$ cat config.mk
export PLATFORM = sky130hd
export DESIGN_NAME = modbus_rtu_request_framer
export DESIGN_NICKNAME = d
export VERILOG_FILES = /design/src/rtl/mbrf_pkg.sv /design/src/rtl/mbrf_apb_regs.sv /design/src/rtl/mbrf_serializer.sv /design/src/rtl/modbus_rtu_request_framer.sv
export VERILOG_INCLUDE_DIRS = /design/src /design/src/rtl
export SDC_FILE = /design/constraint.sdc
export NUM_CORES = 1
export LEC_CHECK = 0
export BUFFER_PORTS_ARGS = -buffer_cell sky130_fd_sc_hd__clkbuf_2
export CORE_MARGIN = 10
export CORE_UTILIZATION = 54
export DETAILED_ROUTE_END_ITERATION = 7
export GPL_TIMING_DRIVEN = 0
export PLACE_DENSITY = 0.95
export SLEW_MARGIN = 0
export SYNTH_ARGS = -nofsm -noshare
export SYNTH_HDL_FRONTEND = slang
export SYNTH_SLANG_ARGS = --single-unit
$ cat constraint.sdc
create_clock -name clk -period 7.15 [get_ports clk]
set_input_delay 1.43 -clock clk [delete_from_list [all_inputs] [get_ports clk]]
set_output_delay 1.43 -clock clk [all_outputs]
set_load 0.01 [all_outputs]
$ cat src/rtl/modbus_rtu_request_framer_defines.svh
// assertion macros shared by the request framer
`ifndef MODBUS_RTU_REQUEST_FRAMER_DEFINES_SVH
`define MODBUS_RTU_REQUEST_FRAMER_DEFINES_SVH

// same-cycle implication, held off during reset
`define MBRF_ASSERT_NOW(label, clk, rst_n, ante, cons, msg) \
  label: assert property (@(posedge clk) disable iff (!rst_n) (ante) |-> (cons)) \
    else $error(msg);

// next-cycle implication, held off during reset
`define MBRF_ASSERT_NEXT(label, clk, rst_n, ante, cons, msg) \
  label: assert property (@(posedge clk) disable iff (!rst_n) (ante) |=> (cons)) \
    else $error(msg);

`endif

$ cat src/rtl/mbrf_pkg.sv
`default_nettype none

package mbrf_pkg;

  // crc-16/modbus constants
  localparam logic [15:0] CRC_INIT = 16'hFFFF;
  localparam logic [15:0] CRC_POLY = 16'hA001;

  // slave address after reset
  localparam logic [7:0] SLAVE_RESET = 8'h13;

  // register file
  localparam int unsigned PADDR_W   = 3;
  localparam logic        REG_SLAVE = 1'b0;

  // byte positions within a frame
  localparam int unsigned POS_W = 3;
  localparam logic [POS_W-1:0] POS_SLAVE    = 3'd0;
  localparam logic [POS_W-1:0] POS_FUNC     = 3'd1;
  localparam logic [POS_W-1:0] POS_ADDR_HI  = 3'd2;
  localparam logic [POS_W-1:0] POS_ADDR_LO  = 3'd3;
  localparam logic [POS_W-1:0] POS_ZERO     = 3'd4;
  localparam logic [POS_W-1:0] POS_VALUE    = 3'd5;
  localparam logic [POS_W-1:0] POS_CRC_LO   = 3'd6;
  localparam logic [POS_W-1:0] POS_CRC_HI   = 3'd7;

  // request contents held for one frame
  typedef struct packed {
    logic [7:0]  slave_address;
    logic [7:0]  opcode;
    logic [15:0] register_address;
    logic [7:0]  word_value;
  } frame_t;

  // fold one byte into the running crc, lsb first
  function automatic logic [15:0] crc_byte(input logic [15:0] crc_in, input logic [7:0] data);
    logic [15:0] c;
    c = crc_in ^ {8'h00, data};
    for (int k = 0; k < 8; k++) begin
      c = c[0] ? ((c >> 1) ^ CRC_POLY) : (c >> 1);
    end
    return c;
  endfunction

endpackage

`default_nettype wire

$ cat src/rtl/mbrf_apb_regs.sv
`default_nettype none

module mbrf_apb_regs (
  input  wire logic                        clk,
  input  wire logic                        rst_n,
  input  wire logic                        psel,
  input  wire logic                        penable,
  input  wire logic                        pwrite,
  input  wire logic [mbrf_pkg::PADDR_W-1:0] paddr,
  input  wire logic [31:0]                 pwdata,
  output logic      [31:0]                 prdata,
  output logic                             pready,
  output logic      [7:0]                  slave_address
);
  import mbrf_pkg::*;

  logic [7:0] slave_r;
  logic [7:0] slave_nxt;
  logic       wr_en;

  // register index is the word address
  assign wr_en  = psel && penable && pwrite && (paddr[PADDR_W-1] == REG_SLAVE);
  assign pready = 1'b1;

  // write decode
  always_comb begin
    slave_nxt = slave_r;
    if (wr_en) begin
      slave_nxt = pwdata[7:0];
    end
  end

  always_ff @(posedge clk) begin
    if (!rst_n) begin
      slave_r <= SLAVE_RESET;
    end else begin
      slave_r <= slave_nxt;
    end
  end

  // read back
  always_comb begin
    prdata = 32'h0;
    if (paddr[PADDR_W-1] == REG_SLAVE) begin
      prdata = {24'h0, slave_r};
    end
  end

  assign slave_address = slave_r;

endmodule

`default_nettype wire

$ cat src/rtl/mbrf_serializer.sv
`default_nettype none

module mbrf_serializer (
  input  wire logic             clk,
  input  wire logic             rst_n,
  input  wire logic             start,
  input  wire mbrf_pkg::frame_t frame_in,
  output logic                  busy,
  output logic                  out_strobe,
  output logic [7:0]            out_tx_byte,
  output logic                  out_frame_last
);
  import mbrf_pkg::*;

  frame_t           frame_r, frame_nxt;
  logic [15:0]      crc_r, crc_nxt;
  logic [POS_W-1:0] pos_r, pos_nxt;
  logic             active_r, active_nxt;
  logic             strobe_r, strobe_nxt;
  logic [7:0]       byte_r, byte_nxt;
  logic             last_r, last_nxt;
  logic             accept;
  logic [7:0]       cur_byte;

  // a new request may load while the final byte goes out
  assign busy   = active_r && (pos_r != POS_CRC_HI);
  assign accept = start && !busy;

  // byte for the current position
  always_comb begin
    case (pos_r)
      POS_SLAVE:   cur_byte = frame_r.slave_address;
      POS_FUNC:    cur_byte = frame_r.opcode;
      POS_ADDR_HI: cur_byte = frame_r.register_address[15:8];
      POS_ADDR_LO: cur_byte = frame_r.register_address[7:0];
      POS_ZERO:    cur_byte = 8'h00;
      POS_VALUE:   cur_byte = frame_r.word_value;
      POS_CRC_LO:  cur_byte = crc_r[7:0];
      default:     cur_byte = crc_r[15:8];
    endcase
  end

  // sequencer and running crc
  always_comb begin
    frame_nxt  = frame_r;
    crc_nxt    = crc_r;
    pos_nxt    = pos_r;
    active_nxt = active_r;
    if (active_r) begin
      pos_nxt = pos_r + 1'b1;
      if (pos_r == POS_CRC_HI) begin
        active_nxt = 1'b0;
      end
      if (pos_r <= POS_VALUE) begin
        crc_nxt = crc_byte(crc_r, cur_byte);
      end
    end
    if (accept) begin
      frame_nxt  = frame_in;
      crc_nxt    = CRC_INIT;
      pos_nxt    = POS_SLAVE;
      active_nxt = 1'b1;
    end
  end

  // output beat register
  always_comb begin
    strobe_nxt = active_r;
    byte_nxt   = cur_byte;
    last_nxt   = active_r && (pos_r == POS_CRC_HI);
  end

  always_ff @(posedge clk) begin
    if (!rst_n) begin
      active_r <= 1'b0;
      pos_r    <= POS_SLAVE;
      strobe_r <= 1'b0;
      last_r   <= 1'b0;
    end else begin
      active_r <= active_nxt;
      pos_r    <= pos_nxt;
      strobe_r <= strobe_nxt;
      last_r   <= last_nxt;
    end
  end

  always_ff @(posedge clk) begin
    frame_r <= frame_nxt;
    crc_r   <= crc_nxt;
    byte_r  <= byte_nxt;
  end

  assign out_strobe     = strobe_r;
  assign out_tx_byte    = byte_r;
  assign out_frame_last = last_r;

endmodule

`default_nettype wire

$ cat src/rtl/modbus_rtu_request_framer.sv
// start is taken into the sequencer state, which feeds the output beat register that strobes the first frame byte
// the eight frame bytes go out on consecutive cycles, the last one flagged by out_frame_last
// throughput: a new request is taken before the previous frame has left the one-byte-per-cycle output port
// start is taken again in the cycle the crc low byte is on the output
// reset (synchronous, active low) idles the sequencer, drops the strobe, slave address 0x13
`default_nettype none
`include "modbus_rtu_request_framer_defines.svh"

module modbus_rtu_request_framer (
  input  wire logic                         clk,
  input  wire logic                         rst_n,
  input  wire logic                         start,
  output logic                              busy,
  input  wire logic [7:0]                   in_opcode,
  input  wire logic [15:0]                  in_register_address,
  input  wire logic [7:0]                   in_word_value,
  output logic                              out_strobe,
  output logic [7:0]                        out_tx_byte,
  output logic                              out_frame_last,
  input  wire logic                         psel,
  input  wire logic                         penable,
  input  wire logic                         pwrite,
  input  wire logic [mbrf_pkg::PADDR_W-1:0] paddr,
  input  wire logic [31:0]                  pwdata,
  output logic      [31:0]                  prdata,
  output logic                              pready
);
  import mbrf_pkg::*;

  logic [7:0] slave_address;
  frame_t     frame_in;

  // configuration registers
  mbrf_apb_regs u_regs (
    .clk           (clk),
    .rst_n         (rst_n),
    .psel          (psel),
    .penable       (penable),
    .pwrite        (pwrite),
    .paddr         (paddr),
    .pwdata        (pwdata),
    .prdata        (prdata),
    .pready        (pready),
    .slave_address (slave_address)
  );

  // request contents as captured on start
  always_comb begin
    frame_in.slave_address    = slave_address;
    frame_in.opcode           = in_opcode;
    frame_in.register_address = in_register_address;
    frame_in.word_value       = in_word_value;
  end

  // byte sequencer with crc
  mbrf_serializer u_ser (
    .clk            (clk),
    .rst_n          (rst_n),
    .start          (start),
    .frame_in       (frame_in),
    .busy           (busy),
    .out_strobe     (out_strobe),
    .out_tx_byte    (out_tx_byte),
    .out_frame_last (out_frame_last)
  );

  // checks
  `MBRF_ASSERT_NEXT(a_start_goes_busy, clk, rst_n, start && !busy, busy,
                    "accepted request did not raise busy")
  `MBRF_ASSERT_NOW(a_last_has_strobe, clk, rst_n, out_frame_last, out_strobe,
                   "last flag without a beat")
  `MBRF_ASSERT_NEXT(a_beats_contiguous, clk, rst_n, out_strobe && !out_frame_last, out_strobe,
                    "gap inside a frame")
  `MBRF_ASSERT_NEXT(a_busy_feeds_output, clk, rst_n, busy, out_strobe,
                    "busy without output beats")

endmodule

`default_nettype wire
Yosys cells after proc, flatten, opt, wreduce, memory -nomap -nowiden
Index checks and enable logic that the tools add are counted.
Word-level totals
  flip-flop bits (word level): 78
  latch bits: 0
  RAM bits: 0
  memory bits (read-only): 0
  bits of input ports: 73
  output and inout bits: 44
  logic and storage cells: 55
  memories kept: 0
Operators by class
  add/sub/neg operators: 1
  multiply operators: 0
  divide/modulo/power cells: 0
  $lt $le $gt $ge: 1
  eq/ne operators: 8
  shifts and indexed selects: 0
  muxes and demuxes: 13
  bitwise gates (word level): 11
  reductions and logical operators: 10
Operator list (count)
  $mux 16: 8
  $pmux 8 s7: 1
  $not 2->3: 8
  $xor 16x8->16: 1
  $eq 3x3->1 const B: 4
  $mux 8: 1
  $eq 3x2->1 const B: 2
  $logic_and 1x1->1: 6
  $add 3x1->3 const B: 1
  $eq 3x1->1 const B: 1
  $le 3x3->1 const B: 1
  $logic_not 3->1: 1
  $mux 1: 3
  $ne 3x3->1 const B: 1
  $not 1->1: 2
  $reduce_and 2->1: 1
  $reduce_or 2->1: 1
  $logic_not 1->1: 1

Logic depth before layout (Yosys ltp)
Gate-level depths: netlist of the first run.
  word-level depth: 19
  mapped depth: 12
  depth with buffers taken out: 10

By module
From an unflattened synthesis of the first run, not the netlist that was laid out.
Second synthesis, totals
  cells, all modules: 298
  area, all modules: 3577.2 µm²
By module, submodules not included
  mbrf_serializer: instances 1, cells an instance 228, area an instance 2971.6 µm²
  mbrf_apb_regs: instances 1, cells an instance 70, area an instance 605.6 µm²

Least setup slack after synthesis of the first run
No wires, ideal clock.
  path kind: reg2reg
  start point: register u_ser.pos_r[0]
  end point: register u_ser.crc_r[0]
  setup time: 0.074 ns
  data arrival time: 3.149 ns
  slack: 3.927 ns
  stages on the path, launching flop included: 13
  path buffers: 2
  period minus slack after synthesis: 3.223 ns
  cell sequence: dfxtp_1 inv_1 ha_1 or3_1 clkbuf_2 or2_1 buf_6 mux2_4 xnor2_4 xnor3_1 xnor3_2 xnor3_1 o211ai_2
Between the ends
  word-level cells in the longest chain between the ends: 12
  elaborated cells on any way between the ends: 30
  those cells by class: order compare: 1; eq/ne: 7; mux: 9; bitwise: 8; reduce/logical: 5
RTL lines
  from (decl): RTL line mbrf_serializer.sv:17  | logic [POS_W-1:0] pos_r, pos_nxt;
  from (signal assigned): RTL line mbrf_serializer.sv:81  | pos_r <= pos_nxt;
  $eq 3x3->1, or another cell as far along: RTL line mbrf_serializer.sv:31  | case (pos_r)
  $pmux 8 s7 (*): RTL line mbrf_serializer.sv:31
  via u_ser.byte_nxt[2]: RTL line mbrf_serializer.sv:20  | logic [7:0] byte_r, byte_nxt;
  $xor 16x8->16 (*): RTL line mbrf_pkg.sv:38  | c = crc_in ^ {8'h00, data};
  $mux 16 (*): RTL line mbrf_pkg.sv:40  | c = c[0] ? ((c >> 1) ^ CRC_POLY) : (c >> 1);
  $not 2->3 (no source line)
  $mux 16 (*) (7 in series): RTL line mbrf_pkg.sv:40
  to (signal assigned): RTL line mbrf_serializer.sv:89  | crc_r <= crc_nxt;
  to (decl): RTL line mbrf_serializer.sv:16  | logic [15:0] crc_r, crc_nxt;
Mark *: on every way through the listed nets, which the timed path passes. The rest lies on a longest branch.
A chain may end at the register's enable or synchronous reset.

Worst setup path after layout of the first run
  start point: register u_ser.pos_r[2]
  end point: register u_ser.crc_r[0]
Between the ends
  word-level cells in the longest chain between the ends: 12
  elaborated cells on any way between the ends: 30
  those cells by class: order compare: 1; eq/ne: 7; mux: 9; bitwise: 8; reduce/logical: 5
RTL lines (RTL line)
  $eq 3x3->1, or another cell as far along: mbrf_serializer.sv:31
  $pmux 8 s7 (*): mbrf_serializer.sv:31
  via u_ser.byte_nxt[1]: mbrf_serializer.sv:20
  $xor 16x8->16 (*): mbrf_pkg.sv:38
  $not 2->3 (no source line)
  $mux 16 (*) (8 in series): mbrf_pkg.sv:40
Marked as above.

==> summary.md, run 1 <==
| Metric | Value |
|---|---|
| Source of the worst register-to-register timing path | `u_ser.pos_r[2]` |
| Gate power share | `28.4%` |
| Leak pwr | `0.00175 uW` |
| CTS Buf Count | `9` |
| Status | `complete, no violations` |
| Grt ovf | `0` |
| First-pass GRT wire length | `roughly 13000 um` |
| Layout fillers | `456` |
| H-Tree Depth | `3` |
| P_sw | `342 uW` |
| Synthesized instance count | `roughly 290` |
| Post-route DRC | `0` |
| CTS tree | `yes` |
| Setup violators final | `0` |
| GRT Resource Usage Total | `15.6%` |
| Cts hold-fix bufs | `0` |
| Post-synth top cells | `40 x edfxtp_1, 38 x dfxtp_1, 36 x nand2_1` |
| Area of placed instances | `0.00395 mm2` |
| Power share of the sequential group | `47.7%` |
| Synth warn | `0` |
| Core box area | `between 0.006 and 0.007 mm2` |
| Hold crit path type | `flop to flop` |
| Max-slew violations | `0` |
| Layout net count | `463` |
| Critical Path Source | `u_ser.pos_r[2]` |
| DRT iter0 DRCs | `177` |
| Most common cell in the netlist | `edfxtp_1` |
| Pin slew with the least headroom to its limit | `0.790 ns` |
| Antenna viol nets, final | `0` |
| Die height | `about 100 um` |
| Area Growth Syn to Fin | `19.6%` |
| CTS root buffer | `clkbuf_8` |
| Port Buf Inserts | `65` |
| Sequential area share after synthesis | `57.0%` |
| Clk pwr share | `between 20% and 30%` |
| Clk sinks | `slightly below 80` |
| Pwr dens | `between 200 and 300 mW/mm2` |
| Crit start category | `flop` |
| Final Instance Area | `0.00412 mm2` |
| VDD IR max | `0.178 mV` |
| Clock buffer depth | `2` |
| Antenna Cells | `0` |
| CP endpoint | `u_ser.crc_r[0]` |
| Avg Cell Area, Syn | `12.1 um2` |
| Critical Path RT | `7.44 ns` |
| WS Path Type | `flop to flop` |
| Chip Width | `99.8 um` |
| Max-Cap Viols | `0` |
| Worst reg2reg setup slack | `3.55 ns` |
| Io pins | `117` |
| CP Capture Type | `flop` |
| Clk_lat worst skew | `between 0.3 and 0.4 ns` |
| Vias | `2396` |
| Setup TNS | `0 ns` |
| Row Count | `29` |
| R2R depth | `11` |
| Total routed wirelength | `7640 um` |
| Critical-path maximum fanout | `10` |
| Die area | `between 0.009 and 0.01 mm2` |
| Netlist cell types | `48` |
| RSZ-0062 raised after global routing | `no` |
| Final hold viol count | `0` |
| Vias in the first global route | `~2.6k` |
| Post-synth ARST share | `0%` |
| Starting density of the core | `a little over half` |
| Area leader, netlist | `edfxtp_1` |
| Gates resized, CTS repair | `0` |
| Leading post-synthesis cells by cell area | `edfxtp_1 35%, dfxtp_1 22%, buf_4 5.5%, nand2_1 3.9%, xnor2_1 3.8%` |
| Syn Std Cell Area | `0.00344 mm2` |
| First-pass DRT Iterations | `4` |
| Clock-pin slew on the worst setup and hold paths | `0.08 ns` |
| Min Tclk post-route | `3.60 ns` |
| Sw Ratio | `29.2%` |
| Number of synthesized flops with an enable pin | `40` |
| Crit path DAT | `3.89 ns` |
| Internal power | `between 800 and 900 uW` |
| Share of the synthesized area in the top cell type | `34.9%` |
| Share of post-route cells with drive strength above 1 | `a little under a third` |
| Post-DR wirelength/cell | `between 15 and 20 um` |
| Top FF cell, synth | `edfxtp_1` |
| Worst slew margin | `47.3%` |
| Largest net degree at the start of global routing | `41` |
| #FFs+latches synth | `just under 80` |
| Max Clk Rate | `between 200 and 300 MHz` |
| Power Total | `1170 uW` |
| Initial antenna violation count | `0` |
| Final clock skew | `0.00759 ns` |
| Final period util | `approximately half` |
| Via density | `between 5 and 6` |
| Worst R2R End | `u_ser.crc_r[0]` |
| RePlAce Congestion | `about 0.9` |
| Post-CTS Setup Inserts | `0` |
| Hpwl dp | `5890 um` |
-- cell type report --
cell class	count	area, um2	area share [%]
plain buffers	39	250	6.08
clock buffers	11	131	3.19
clock inverters	5	36.3	0.882
inverters	5	18.8	0.456
multi-input cells	186	1290	31.5
flip-flops and latches	78	1960	47.7
well taps	77	96.3	2.34
repair buffers	65	325	7.91
-- layer usage --
layer	share of wire, %	vias up	track usage, %
li1	-	1168	-
met1	41	1132	18.3
met2	50	85	25.2
met3	7.6	11	5.63
met4	1.4	0	6.84
met5	0	-	0
-- worst max-delay path: stages, from the launching register on --
cell,delay [ns]
dfxtp_1,0.48
buf_2,0.33
inv_1,0.13
ha_1,0.21
buf_1,0.22
a222oi_1,0.44
a31oi_1,0.20
xnor2_1,0.32
xnor2_1,0.20
xnor3_2,0.51
xnor3_1,0.36
o211ai_2,0.14
-- stage by stage --
| stage | util, % | instances | hold slack (ns) | setup WS (ns) |
|---|---|---|---|---|
| 6_report | 65.6 | 466 | 0.461 | 3.55 |
| 5_1_grt | 65.6 | 466 | 0.479 | 3.33 |
| 4_1_cts | 65.6 | 466 | 0.460 | 3.56 |
| 3_5_place_dp | 62.9 | 450 | 0.442 | 3.50 |
| 3_3_place_gp | 62.9 | 450 | 0.437 | 3.58 |
| 2_1_floorplan | - | 308 | 0.422 | 3.93 |
-- cells by family after synthesis --
group / share of synthesized area (%)
buffers and inverters: 7.82
AND/OR/NAND/NOR: 9.42
XOR/XNOR: 7.60
AO/OA/AOI/OAI: 10.3
other: 0.218
adder cells (fa/ha/maj): 2.18
flip-flops: 57.0
multiplexers: 5.38
-- sequential cells by signal, summed over array words and instances, names as in the netlist --
signal                flops
u_ser.out_frame_last      1
u_ser.out_strobe          1
u_ser.out_tx_byte         8
u_ser.active_r            1
u_ser.crc_r              16
u_regs.slave_address      8
u_ser.frame_r            40
u_ser.pos_r               3
-- how the worst min path moves through the flow --
stage	start	to	slack (ns)	cells past startpoint
after floorplan	u_regs.slave_address[0]	u_ser.frame_r[32]	0.42	0
after global placement	u_regs.slave_address[4]	u_ser.frame_r[36]	0.44	0
after detailed placement	u_regs.slave_address[7]	u_ser.frame_r[39]	0.44	0
after CTS	u_regs.slave_address[7]	u_ser.frame_r[39]	0.46	0
after global routing	u_regs.slave_address[6]	u_ser.frame_r[38]	0.48	0
final	u_regs.slave_address[6]	u_ser.frame_r[38]	0.46	0
-- layout by cell type, fill, tap and decap left out, drive strengths merged, types with 5 or more instances in the layout --
| cell type | netlist | final |
|---|---|---|
| nor2b | 11 | 11 |
| conb | 2 | 25 |
| nand2 | 36 | 36 |
| clkbuf | 11 | 87 |
| ha | 6 | 6 |
| mux2 | 9 | 9 |
| a31oi | 7 | 7 |
| buf | 28 | 28 |
| dfxtp | 38 | 38 |
| a21boi | 5 | 5 |
| nor2 | 8 | 8 |
| nor3 | 5 | 5 |
| mux2i | 8 | 8 |
| edfxtp | 40 | 40 |
| xnor2 | 17 | 17 |
| o211ai | 11 | 11 |
| inv | 5 | 5 |
-- power groups by stage --
| stage | combinational [uW] | sequential, uW | clock (uW) |
|---|---|---|---|
| 2_1_floorplan | 266 | 561 | 0 |
| 4_1_cts | 333 | 558 | 285 |
| 5_1_grt | 359 | 563 | 305 |
| 3_3_place_gp | 321 | 565 | 0 |
| 6_report | 333 | 559 | 281 |
| 3_5_place_dp | 329 | 567 | 0 |
No activity file was read; power rests on OpenSTA's default activity.
==> run 2, diff against run 1 <==
Settings changed: CORE_UTILIZATION 54 to 45, PLACE_DENSITY 0.95 to 0.86.
Clock period 7.15 ns to 3.3 ns, I/O delays scaled along.
==> run 2 against run 1 <==
  * Non-clock buffer count grew 6
  * Worst hold slack lost 0.0081 ns
  * Largest cell class unchanged
  * Register-to-register slack lost 3.4 ns
==> summary.md, run 2 (same netlist as run 1, synthesis figures left out) <==
| Metric | Value |
|---|---|
| Worst reg2reg setup slack | `0.1 ns (was 3.55 ns)` |
| Status | `complete, no violations (unchanged)` |
| Min Tclk post-route | `3.20 ns (was 3.60 ns)` |
| Max-slew violations | `0 (unchanged)` |
| WS Path Type | `flop to flop (unchanged)` |
| CP endpoint | `u_ser.crc_r[15] (was u_ser.crc_r[0])` |
| Final clock skew | `0.00897 ns (was 0.00759 ns)` |
| Met2 layer usage reported by global route | `21.8% (was 25.2%)` |
| Gate power share | `30.3% (was 28.4%)` |
| Most frequent cells in the layout | `67 x clkbuf_2, 40 x edfxtp_1, 36 x nand2_1, 35 x dfxtp_1, 33 x buf_4 (was 66 x clkbuf_2, 40 x edfxtp_1, 38 x dfxtp_1, 36 x nand2_1)` |
| Area Growth Syn to Fin | `25.0% (was 19.6%)` |
| Starting density of the core | `46.9% (was 54.8%)` |
| RePlAce Congestion | `0.851 (was 0.897)` |
| Hold crit path type | `flop to flop (unchanged)` |
| Port Buf Inserts | `65 (unchanged)` |
| Core box area | `0.00733 mm2 (was 0.00628 mm2)` |
| Chip Width | `107 um (was 99.8 um)` |
| Most flop-heavy register | `u_ser.frame_r (unchanged)` |
| R2R depth | `12 (was 11)` |
| Clock buffer depth | `2 (unchanged)` |
| CTS root buffer | `clkbuf_8 (unchanged)` |
| Share of post-route cells with drive strength above 1 | `35.9% (was 31.1%)` |
| Cts hold-fix bufs | `0 (unchanged)` |
| Clock-pin slew on the worst setup and hold paths | `0.08 ns (about the same)` |
| Hpwl dp | `6030 um (was 5890 um)` |
| Max Clk Rate | `312 MHz (was 278 MHz)` |
| Max-Cap Viols | `0 (unchanged)` |
| Source of the worst register-to-register timing path | `u_ser.pos_r[0] (was u_ser.pos_r[2])` |
| Crit start category | `flop (unchanged)` |
| Via density | `4.85 (was 5.14)` |
| H-Tree Depth | `3 (unchanged)` |
| GRT Max-Usage Layer | `met2 (unchanged)` |
| Dpl cells | `472 (was 450)` |
| Die area | `0.0115 mm2 (was 0.00996 mm2)` |
| P_sw | `761 uW (was 342 uW)` |
| Met1 Use GR | `15.0% (was 18.3%)` |
| Pre-CTS setup slack | `-0.208 ns (was 3.50 ns)` |
| Final period util | `97.0% (was 50.4%)` |
| CP Capture Type | `flop (unchanged)` |
| Grt ovf | `0 (unchanged)` |
| Die height | `107 um (was 99.8 um)` |
| Layout net count | `469 (was 463)` |
| Clk_lat worst skew | `0.35 ns (about the same)` |
| Area of placed instances | `0.00398 mm2 (was 0.00395 mm2)` |
| Sw Ratio | `28.2% (was 29.2%)` |
| First-pass GRT wire length | `12200 um (was 12500 um)` |
| GR Util met3 | `5.69% (was 5.63%)` |
| Finished Layout Cells | `494 (was 466)` |
| CTS tree | `yes (unchanged)` |
| Post-DR wirelength/cell | `15.6 um (was 16.4 um)` |
| Final hold viol count | `0 (unchanged)` |
| Antenna viol nets, final | `0 (unchanged)` |
| Clk sinks | `78 (unchanged)` |
| GRT Resource Usage Total | `13.2% (was 15.6%)` |
| Row Count | `31 (was 29)` |
| Largest registers | `u_ser.frame_r x40, u_ser.crc_r x16 (unchanged)` |
| Vias | `2398 (was 2396)` |
| Total routed wirelength | `7690 um (was 7640 um)` |
| Critical Path RT | `3.51 ns (was 7.44 ns)` |
| Pin slew with the least headroom to its limit | `0.772 ns (was 0.790 ns)` |
| Pwr dens | `628 mW/mm2 (was 285 mW/mm2)` |
| Commonest non-fill, non-tap cell in the layout | `clkbuf_2 (unchanged)` |
| DRT iter0 DRCs | `160 (was 177)` |
| Power share of the sequential group | `45.0% (was 47.7%)` |
| Worst R2R End | `u_ser.crc_r[15] (was u_ser.crc_r[0])` |
| Internal power | `1940 uW (was 830 uW)` |
| Leak pwr | `0.00184 uW (was 0.00175 uW)` |
| Max FFs per register | `40 (unchanged)` |
| Critical-path maximum fanout | `9 (was 10)` |
| Largest net degree at the start of global routing | `41 (unchanged)` |
| First-pass DRT Iterations | `4 (unchanged)` |
| Clk pwr share | `24.7% (was 24.0%)` |
| Initial antenna violation count | `0 (unchanged)` |
| Final Instance Area | `0.00430 mm2 (was 0.00412 mm2)` |
| Post-route DRC | `0 (unchanged)` |
| Setup violators final | `0 (unchanged)` |
| Power Total | `2700 uW (was 1170 uW)` |
| Slack of the critical path | `0.0987 ns (was 3.55 ns)` |
| CTS Buf Count | `9 (unchanged)` |
| Final core occ | `58.6% (was 65.6%)` |
| VDD IR max | `0.329 mV (was 0.178 mV)` |
| Critical Path Source | `u_ser.pos_r[0] (was u_ser.pos_r[2])` |
| Vias in the first global route | `2453 (was 2554)` |
| Antenna Cells | `0 (unchanged)` |
| Crit path DAT | `3.41 ns (was 3.89 ns)` |
| Worst slew margin | `48.2% (was 47.3%)` |
| Io pins | `117 (unchanged)` |
## run 2: cell count changes in the layout (fill, tap and decap cells not counted), sizes merged
| cell | delta |
|---|---|
| buf | +7 |
| clkbuf | -2 |
| bufinv | +1 |
| clkinv | +1 |
| clkinvlp | -1 |
## run 2: through the flow
stage,hold slack [ns],setup TNS [ns]
3_5_place_dp,0.445,-0.267
4_1_cts,0.452,0
5_1_grt,0.461,-0.0262
3_3_place_gp,0.434,-0.190
2_1_floorplan,0.422,0
6_report,0.453,0
## run 2: timing repair
item,in CTS,in global routing
setup buffers,4,4
resized for setup,11,9
endpoints found under the setup margin,2,3
pin swaps,5,6
## run 2: worst min path at each step
| stage | startpoint | to | slack, ns | depth (start not counted) |
|---|---|---|---|---|
| 2_1_floorplan | u_regs.slave_address[0] | u_ser.frame_r[32] | 0.42 | 0 |
| 3_3_place_gp | u_regs.slave_address[4] | u_ser.frame_r[36] | 0.43 | 0 |
| 3_5_place_dp | u_regs.slave_address[1] | u_ser.frame_r[33] | 0.45 | 0 |
| 4_1_cts | u_regs.slave_address[1] | u_ser.frame_r[33] | 0.45 | 0 |
| 5_1_grt | in_word_value[5] | u_ser.frame_r[5] | 0.46 | 1 |
| 6_report | u_regs.slave_address[1] | u_ser.frame_r[33] | 0.45 | 0 |
## run 2: power by group through the flow
stage	Clock [uW]	Combinational, uW	Sequential, uW
6_report	667	818	1210
5_1_grt	726	885	1220
4_1_cts	684	812	1210
3_5_place_dp	0	724	1230
3_3_place_gp	0	701	1220
2_1_floorplan	0	576	1220
## run 2: routing by layer
metal	wire length [um]	part of all wire, %	up-vias
li1	-	-	1181
met1	3120	41	1112
met2	3750	49	93
met3	693	9.0	12
met4	119	1.5	0
met5	0	0	-
## run 2: final cells by class
cell class / count / area (um2)
multi-input cells: 186 / 1360
flip-flops and latches: 78 / 1970
fillers: 565 / 3030
well taps: 99 / 124
clock buffers: 10 / 128
clock inverters: 6 / 62.6
inverters: 5 / 18.8
repair buffers: 73 / 385
plain buffers: 37 / 250
## run 2: worst max-delay path: stages (launching register included)
cell      delay [ns]
dfxtp_4         0.37
inv_1           0.06
ha_2            0.22
or3_4           0.43
or2_1           0.24
buf_6           0.15
mux2_4          0.34
xnor2_4         0.20
xnor3_1         0.42
xnor3_2         0.24
buf_4           0.15
xnor2_1         0.15
o211ai_1        0.09
